==> config.mk <==
export PLATFORM = sky130hd
export DESIGN_NAME = routing_message_rate_limiter_flat
export DESIGN_NICKNAME = d
export VERILOG_FILES = /design/src/hw/rtl/rmrl_pkg.sv /design/src/hw/rtl/rmrl_in_if.sv /design/src/hw/rtl/rmrl_out_if.sv /design/src/hw/rtl/routing_message_rate_limiter.sv /design/src/hw/rtl/rmrl_log_unit.sv /design/src/flat_wrapper.sv
export SDC_FILE = /design/constraint.sdc
export NUM_CORES = 1
export LEC_CHECK = 0
export ABC_AREA = 1
export BUFFER_PORTS_ARGS = -buffer_cell sky130_fd_sc_hd__buf_2
export CORE_MARGIN = 2
export CORE_UTILIZATION = 43
export DETAILED_ROUTE_END_ITERATION = 12
export GPL_TIMING_DRIVEN = 0
export SKIP_LAST_GASP = 1
export SLEW_MARGIN = 15
export SYNTH_ARGS = -nofsm -noshare
export SYNTH_HDL_FRONTEND = slang
export SYNTH_SLANG_ARGS = --single-unit
==> constraint.sdc <==
create_clock -name i_clk -period 6.5 [get_ports i_clk]
set_input_delay 1.3 -clock i_clk [delete_from_list [all_inputs] [get_ports i_clk]]
set_output_delay 1.3 -clock i_clk [all_outputs]
set_load 0.005 [all_outputs]
==> src/hw/rtl/rmrl_pkg.sv <==
// Shared types and constants for the routing message rate limiter.
// No dependencies; compile first.
package rmrl_pkg;

    // Message type codes
    localparam logic [7:0] MSG_REQUEST = 8'd1;
    localparam logic [7:0] MSG_REPLY   = 8'd2;
    localparam logic [7:0] MSG_ERROR   = 8'd3;

    // Configuration register indexes
    localparam int         CFG_IDX_W    = 2;
    localparam int         CFG_DATA_W   = 16;
    localparam logic [1:0] REG_LIMIT_EN = 2'd0;
    localparam logic [1:0] REG_REBOOT   = 2'd1;
    localparam logic [1:0] REG_WINDOW   = 2'd2;

    localparam logic [15:0] WINDOW_RESET = 16'd1000;

    // Drop cause codes
    typedef enum logic [1:0] {
        CAUSE_NONE   = 2'd0,
        CAUSE_REBOOT = 2'd1,
        CAUSE_RATE   = 2'd2
    } t_cause;

    // Per-log control from the top level
    typedef struct packed {
        logic rd;   // item accepted: fetch the oldest entry
        logic chk;  // item in check stage is limited by this log
    } t_log_ctl;

endpackage

==> src/hw/rtl/rmrl_in_if.sv <==
// Input channel of the routing message rate limiter: one message per item.
// No dependencies.
interface rmrl_in_if;
    logic        valid;
    logic        ready;
    logic [7:0]  msg_type;
    logic [31:0] now_ms;
    logic        dest_is_broadcast;

    modport source (output valid, msg_type, now_ms, dest_is_broadcast, input ready);
    modport sink   (input valid, msg_type, now_ms, dest_is_broadcast, output ready);
endinterface

==> src/hw/rtl/rmrl_out_if.sv <==
// Output channel of the routing message rate limiter: one verdict per item.
// No dependencies.
interface rmrl_out_if;
    logic        valid;
    logic        ready;
    logic        allow_send;
    logic [1:0]  drop_cause;
    logic [31:0] last_broadcast_ms;

    modport source (output valid, allow_send, drop_cause, last_broadcast_ms, input ready);
    modport sink   (input valid, allow_send, drop_cause, last_broadcast_ms, output ready);
endinterface

==> src/hw/rtl/routing_message_rate_limiter.sv <==
// Routing message rate limiter. Each item on i_in is one outgoing routing
// message; each item on o_out is its verdict: allow_send, drop_cause and the
// time of the latest allowed broadcast after this message. Route replies are
// dropped while reboot_hold is set. With limit_enable set, requests and errors
// each keep a log of their last REQUEST_LIMIT / ERROR_LIMIT send times in a
// small synchronous memory; a full log drops a message whose oldest entry is
// younger than window_ms (age taken modulo 2^32). The block takes one item
// per cycle while o_out is ready. On acceptance the item enters the check
// stage and the oldest log entry is fetched from the memory into a register;
// when the check stage fires, it checks the age, writes the time back and
// loads the output register. A verdict waiting on o_out does not stop the
// next item from being fetched. No clearing pass is needed after reset: a
// log entry is only used once the log has filled.
// Configuration is written through i_cfg_we / i_cfg_idx / i_cfg_data; the
// user must do so only while no item is in flight (not enforced by the block).
module routing_message_rate_limiter #(
    parameter int REQUEST_LIMIT = 10,
    parameter int ERROR_LIMIT   = 10
) (
    input  logic                                i_clk,
    input  logic                                i_rst_n,
    input  logic                                i_cfg_we,
    input  logic [rmrl_pkg::CFG_IDX_W-1:0]      i_cfg_idx,
    input  logic [rmrl_pkg::CFG_DATA_W-1:0]     i_cfg_data,
    rmrl_in_if.sink                             i_in,
    rmrl_out_if.source                          o_out
);
    import rmrl_pkg::*;

    // Configuration registers
    logic        r_limit_en;
    logic        r_reboot;
    logic [15:0] r_window;

    // Check stage
    logic        r_s1_valid;
    logic [7:0]  r_s1_type;
    logic [31:0] r_s1_now;
    logic        r_s1_bcast;

    // Output register and broadcast time
    logic        r_out_valid;
    logic        r_out_allow;
    t_cause      r_out_cause;
    logic [31:0] r_bcast_time;

    logic        accept;
    logic        advance;
    logic        fire;
    logic        held;
    logic        is_req;
    logic        is_err;
    logic        req_admit;
    logic        err_admit;
    logic        allow;
    t_cause      cause;
    logic [31:0] n_bcast_time;
    t_log_ctl    req_ctl;
    t_log_ctl    err_ctl;

    // Handshake: the check stage advances when the output register is free
    assign advance    = !r_out_valid || o_out.ready;
    assign fire       = r_s1_valid && advance;
    assign i_in.ready = !r_s1_valid || advance;
    assign accept     = i_in.valid && i_in.ready;

    always_comb begin
        held   = r_reboot && (r_s1_type == MSG_REPLY);
        is_req = r_limit_en && (r_s1_type == MSG_REQUEST);
        is_err = r_limit_en && (r_s1_type == MSG_ERROR);

        req_ctl.rd  = accept;
        req_ctl.chk = fire && is_req;
        err_ctl.rd  = accept;
        err_ctl.chk = fire && is_err;

        allow = 1'b1;
        cause = CAUSE_NONE;
        if (held) begin
            allow = 1'b0;
            cause = CAUSE_REBOOT;
        end else if (is_req && !req_admit) begin
            allow = 1'b0;
            cause = CAUSE_RATE;
        end else if (is_err && !err_admit) begin
            allow = 1'b0;
            cause = CAUSE_RATE;
        end

        n_bcast_time = (allow && r_s1_bcast) ? r_s1_now : r_bcast_time;
    end

    rmrl_log_unit #(.LIMIT(REQUEST_LIMIT)) u_req_log (
        .i_clk    (i_clk),
        .i_rst_n  (i_rst_n),
        .i_ctl    (req_ctl),
        .i_now    (r_s1_now),
        .i_window (r_window),
        .o_admit  (req_admit)
    );

    rmrl_log_unit #(.LIMIT(ERROR_LIMIT)) u_err_log (
        .i_clk    (i_clk),
        .i_rst_n  (i_rst_n),
        .i_ctl    (err_ctl),
        .i_now    (r_s1_now),
        .i_window (r_window),
        .o_admit  (err_admit)
    );

    // Configuration writes; unknown indexes are ignored
    always_ff @(posedge i_clk) begin
        if (!i_rst_n) begin
            r_limit_en <= 1'b0;
            r_reboot   <= 1'b0;
            r_window   <= WINDOW_RESET;
        end else if (i_cfg_we) begin
            unique case (i_cfg_idx)
                REG_LIMIT_EN: r_limit_en <= i_cfg_data[0];
                REG_REBOOT:   r_reboot   <= i_cfg_data[0];
                REG_WINDOW:   r_window   <= i_cfg_data[15:0];
                default:      ;
            endcase
        end
    end

    // Control state
    always_ff @(posedge i_clk) begin
        if (!i_rst_n) begin
            r_s1_valid   <= 1'b0;
            r_out_valid  <= 1'b0;
            r_bcast_time <= '0;
        end else begin
            if (accept) begin
                r_s1_valid <= 1'b1;
            end else if (fire) begin
                r_s1_valid <= 1'b0;
            end
            if (fire) begin
                r_out_valid  <= 1'b1;
                r_bcast_time <= n_bcast_time;
            end else if (o_out.ready) begin
                r_out_valid <= 1'b0;
            end
        end
    end

    // Payload: hold the item in the check stage, load the verdict on fire
    always_ff @(posedge i_clk) begin
        if (accept) begin
            r_s1_type  <= i_in.msg_type;
            r_s1_now   <= i_in.now_ms;
            r_s1_bcast <= i_in.dest_is_broadcast;
        end
        if (fire) begin
            r_out_allow <= allow;
            r_out_cause <= cause;
        end
    end

    assign o_out.valid             = r_out_valid;
    assign o_out.allow_send        = r_out_allow;
    assign o_out.drop_cause        = r_out_cause;
    assign o_out.last_broadcast_ms = r_bcast_time;

endmodule

==> src/hw/rtl/rmrl_log_unit.sv <==
// One sliding-window send log: time memory, fill count, oldest pointer.
// Depends on rmrl_pkg.
module rmrl_log_unit #(
    parameter int LIMIT = 10
) (
    input  logic              i_clk,
    input  logic              i_rst_n,
    input  rmrl_pkg::t_log_ctl i_ctl,
    input  logic [31:0]       i_now,
    input  logic [15:0]       i_window,
    output logic              o_admit
);
    import rmrl_pkg::*;

    localparam int IDX_W = (LIMIT > 1) ? $clog2(LIMIT) : 1;
    localparam int CNT_W = $clog2(LIMIT + 1);

    logic [31:0]      mem [LIMIT];
    logic [31:0]      r_rd_data;
    logic             r_fwd;
    logic [31:0]      r_fwd_data;
    logic [CNT_W-1:0] r_count, n_count;
    logic [IDX_W-1:0] r_oldest, n_oldest;

    logic             full;
    logic [31:0]      entry;
    logic [31:0]      age;
    logic             wr;
    logic [IDX_W-1:0] wr_addr;

    always_comb begin
        full    = (r_count >= CNT_W'(LIMIT));
        entry   = r_fwd ? r_fwd_data : r_rd_data;
        age     = i_now - entry;
        o_admit = !full || (age >= {16'd0, i_window});
        wr      = i_ctl.chk && o_admit;
        wr_addr = full ? r_oldest : r_count[IDX_W-1:0];
        n_count  = r_count;
        n_oldest = r_oldest;
        if (wr && full) begin
            n_oldest = (r_oldest == IDX_W'(LIMIT - 1)) ? '0 : r_oldest + 1'b1;
        end else if (wr) begin
            n_count = r_count + 1'b1;
        end
    end

    // Memory: write the logged time, read the next oldest entry on accept
    always_ff @(posedge i_clk) begin
        if (wr) begin
            mem[wr_addr] <= i_now;
        end
        if (i_ctl.rd) begin
            r_rd_data  <= mem[n_oldest];
            r_fwd_data <= i_now;
        end
    end

    always_ff @(posedge i_clk) begin
        if (!i_rst_n) begin
            r_count  <= '0;
            r_oldest <= '0;
            r_fwd    <= 1'b0;
        end else begin
            r_count  <= n_count;
            r_oldest <= n_oldest;
            // Bypass the memory when the entry being fetched is written now
            if (i_ctl.rd) begin
                r_fwd <= wr && (wr_addr == n_oldest);
            end
        end
    end

endmodule
==> src/flat_wrapper.sv <==
// flat-port wrapper written by rule: the top's interface ports become plain ports
module routing_message_rate_limiter_flat import rmrl_pkg::*;
#(
    parameter int REQUEST_LIMIT = 10,
    parameter int ERROR_LIMIT   = 10
)
  (i_clk, i_rst_n, i_cfg_we, i_cfg_idx, i_cfg_data, i_in_valid, i_in_msg_type, i_in_now_ms, i_in_dest_is_broadcast, i_in_ready, o_out_valid, o_out_allow_send, o_out_drop_cause, o_out_last_broadcast_ms, o_out_ready);
  rmrl_in_if i_in_i ();
  rmrl_out_if o_out_i ();
  input  logic i_clk;
  input  logic i_rst_n;
  input  logic i_cfg_we;
  input  logic [rmrl_pkg::CFG_IDX_W-1:0] i_cfg_idx;
  input  logic [rmrl_pkg::CFG_DATA_W-1:0] i_cfg_data;
  input wire logic [$bits(i_in_i.valid)-1:0] i_in_valid;
  input wire logic [$bits(i_in_i.msg_type)-1:0] i_in_msg_type;
  input wire logic [$bits(i_in_i.now_ms)-1:0] i_in_now_ms;
  input wire logic [$bits(i_in_i.dest_is_broadcast)-1:0] i_in_dest_is_broadcast;
  output wire logic [$bits(i_in_i.ready)-1:0] i_in_ready;
  output wire logic [$bits(o_out_i.valid)-1:0] o_out_valid;
  output wire logic [$bits(o_out_i.allow_send)-1:0] o_out_allow_send;
  output wire logic [$bits(o_out_i.drop_cause)-1:0] o_out_drop_cause;
  output wire logic [$bits(o_out_i.last_broadcast_ms)-1:0] o_out_last_broadcast_ms;
  input wire logic [$bits(o_out_i.ready)-1:0] o_out_ready;
  assign i_in_i.valid = i_in_valid;
  assign i_in_i.msg_type = i_in_msg_type;
  assign i_in_i.now_ms = i_in_now_ms;
  assign i_in_i.dest_is_broadcast = i_in_dest_is_broadcast;
  assign i_in_ready = i_in_i.ready;
  assign o_out_valid = o_out_i.valid;
  assign o_out_allow_send = o_out_i.allow_send;
  assign o_out_drop_cause = o_out_i.drop_cause;
  assign o_out_last_broadcast_ms = o_out_i.last_broadcast_ms;
  assign o_out_i.ready = o_out_ready;
  routing_message_rate_limiter #(.REQUEST_LIMIT(REQUEST_LIMIT), .ERROR_LIMIT(ERROR_LIMIT)) u_core (.i_clk(i_clk), .i_rst_n(i_rst_n), .i_cfg_we(i_cfg_we), .i_cfg_idx(i_cfg_idx), .i_cfg_data(i_cfg_data), .i_in(i_in_i), .o_out(o_out_i));
endmodule
==> impl_metrics.toml <==
[route]
drt-total-wl_um = 128000
wl_per_cell_um = 21.6
ant_nets = 0
drt_iter0_markers = 3336
route.vias.total = 31000
route.detailed.drc = 0
vias_per_cell = 5.25
drt_pass1_iterations = 6

[timing]
finalCritPeriodShare = 0.947
tightest_slew_ns = 0.973
finalHoldViolCount = 0
relSlewSlack = 0.351
clock_skew_ns = 0.0634
rsz0062_at_grt = "no"
fmax_mhz = 162
fin_ws_ns = 0.345
min_period_ns = 6.15
slew_viol_final = 0
setup_viol = 0

[place]
dp_hpwl_um = 93500
postPlaceCellArea_mm2 = 0.0448
gp_congestion = 0.931
placed_cells = 5735
port_buffers = 100
dp_slack_ns = -0.0463

[hold_path]
holdCritPathClass = "reg2reg"

[logic_synthesis]
yosysTopAreaCell = "edfxtp_1"
synth_enable_flop_cells = 780
synthFlopType = "edfxtp_1"
synth_most_common_cell = "nand2_1"
synthArstFlopShare = 0
synth_top_cells_by_area = "edfxtp_1 (57%), nand2_1 (11%), nand3_1 (7.3%)"
synth.avg_cell_area_um2 = 9.59
yosysTopAreaCellShare = 0.567
yosysWarnings = 0
synth_common_cells = "nand2_1 (1163), edfxtp_1 (780), nand3_1 (601)"
ys_seq_elements = 850
syn_nets = 4474
netlist_instances = 4306
synth.cell_area_mm2 = 0.0413
synth_seq_area_share = 0.601
yosysUniqueCellTypes = 46

[global_routing]
grt_pass1_vias = 28800
grt_pass1_wl_um = 185000
antenna_found_initial = 4
grt_overflow_total = 0
grt_max_degree = 99
track_usage = 0.256

[clock_network]
cts_sinks = 850
cts_resized = 0
numCtsBuffers = 91
cts_tree = "built"
ctsLongestPathBuffers = 3
insertion_delay_ns = 0.71
clkTransAtPathRegs_ns = 0.06
h-tree-depth = 3
root_buffer = "clkbuf_16"

[pwr]
ir_drop_v = 0.000218
power_density_mw_per_mm2 = 253
p_seq_frac = 0.504
clockPowerShare = 0.430
switching_share = 0.234
p_int_w = 0.00926
cellLeakagePower_nw = 20.2
p_sw_w = 0.00283
totalPowerFinal_w = 0.0121
combPwrFrac = 0.066

[critical_path]
crit_path_start_kind = "register"
crit_slowest_cell = "ha_1"
worst-path-buf-inv = 5
path_max_fanout = 18
worst_ep_arrival_time_ns = 6.58
slowest_delay_ns = 0.45
timing.critical_path.mode_cell = "nand2_1"
crit_family = "simple AND/OR/NAND/NOR gates"
crit_required_ns = 6.93
worst_setup_path_end_kind = "register"
criticalPathCategory = "reg2reg"

[flow_run]
drv_cap = 0

[layout]
area_growth_pct = 16.0
fillers = 8740
nNetsFinal = 4738
utilization = 0.504
diodes = 0
postLayoutCellArea_mm2 = 0.0479
final_layout_size_suffix_gt1_frac = 0.110
finalNonFillerCells = 5909

[die]
num_rows = 113
die_area_mm2 = 0.0985
io_pins = 101
die_x_um = 314
core_mm2 = 0.0950
start_util = 0.434
die_y_um = 314

[run_status]
status = "complete, no violations"
-- cell families (layout without fill, tap and decap cells) --
family | Yosys count | count (layout) | share of synthesized area
buffers and inverters | 792 | 1130 | 0.0811
adders and majority gates | 104 | 104 | 0.0319
muxes | 4 | 4 | 0.00109
and+or+nand+nor | 2187 | 2187 | 0.233
xor gates and xnor gates | 33 | 33 | 0.00700
AOI/OAI and AO/OA | 336 | 336 | 0.0445
DFF | 850 | 850 | 0.601
-- tightest hold or removal path, stage by stage (launching register included) --
cell,delay (ns)
dfxtp_1,0.31
inv_1,0.04
a21oi_1,0.05
-- timing repair --
action,4_1_cts,5_1_grt
buffers inserted,2,4
pin swaps,0,0
endpoints found under the setup margin,44,96
hold buffers,0,0
cloned,0,0
-- state kept, by name, indices dropped and copies added (netlist names), 8 cells and up --
name                            flops
u_core.r_s1_type                    8
u_core.u_req_log.r_rd_data         32
u_core.u_req_log.r_fwd_data        32
u_core.r_window                    16
u_core.u_err_log.r_rd_data         32
u_core.o_out.last_broadcast_ms     32
u_core.u_req_log.mem              320
u_core.u_err_log.mem              320
u_core.r_s1_now                    32
-- per-layer routing --
metal  up-vias  GRT usage  share of wire
met5         -          0        0.00015
met2      1180      0.403           0.45
li1      14900          -              -
met4         2     0.0758          0.028
met1     14700      0.366           0.44
met3       188     0.0396          0.081
-- metrics by stage --
stage	setup TNS [ns]	hold slack (ns)
final	0	0.445
after global routing	0	0.460
after CTS	0	0.447
after detailed placement	-0.794	0.437
after global placement	-677.16	0.434
after floorplan	0	0.440
-- power by group through the flow --
stage | combinational, W | clock, W | sequential [W]
6_report | 0.000796 | 0.00520 | 0.00609
5_1_grt | 0.000886 | 0.00547 | 0.00609
4_1_cts | 0.000782 | 0.00527 | 0.00610
3_5_place_dp | 0.000773 | 0 | 0.00622
3_3_place_gp | 0.000622 | 0 | 0.00631
2_1_floorplan | 0.000442 | 0 | 0.00620
-- cell usage in the layout (no fill, tap or decap), types with 30 or more instances in the layout --
cell type  instances
buf_4             31
edfxtp_1         780
inv_1            596
dfxtp_1           70
nand3b_1         103
buf_2            188
nand3_1          601
buf_8             36
a21oi_1          120
nand2_1         1163
nor2_1           214
xor2_1            30
nand4_1           31
ha_1             102
clkbuf_1          59
o211ai_1          40
clkbuf_16         91
o21ai_0          153
-- final timing paths --
path / cells after the start / slack, ns / start / endpoint
min reg2reg: 2 / 0.44 / u_core.o_out.last_broadcast_ms[18] / u_core.o_out.last_broadcast_ms[18]
max: 27 / 0.35 / u_core.u_err_log.r_fwd / u_core.u_err_log.mem[5][16]
min: 2 / 0.44 / u_core.o_out.last_broadcast_ms[18] / u_core.o_out.last_broadcast_ms[18]
max reg2reg: 27 / 0.35 / u_core.u_err_log.r_fwd / u_core.u_err_log.mem[5][16]
-- final cells by class --
cell class / count / area (um2) / share of cell area
flip-flops and latches: 850 / 24800 / 0.519
multi-input cells: 2664 / 13300 / 0.277
clock buffers: 112 / 2370 / 0.0494
inverters: 611 / 2300 / 0.0481
repair buffers: 171 / 1860 / 0.0388
well taps: 1265 / 1580 / 0.0331
plain buffers: 181 / 1050 / 0.0220
clock inverters: 55 / 619 / 0.0129
Note: power is estimated with default switching activity, not from simulation.
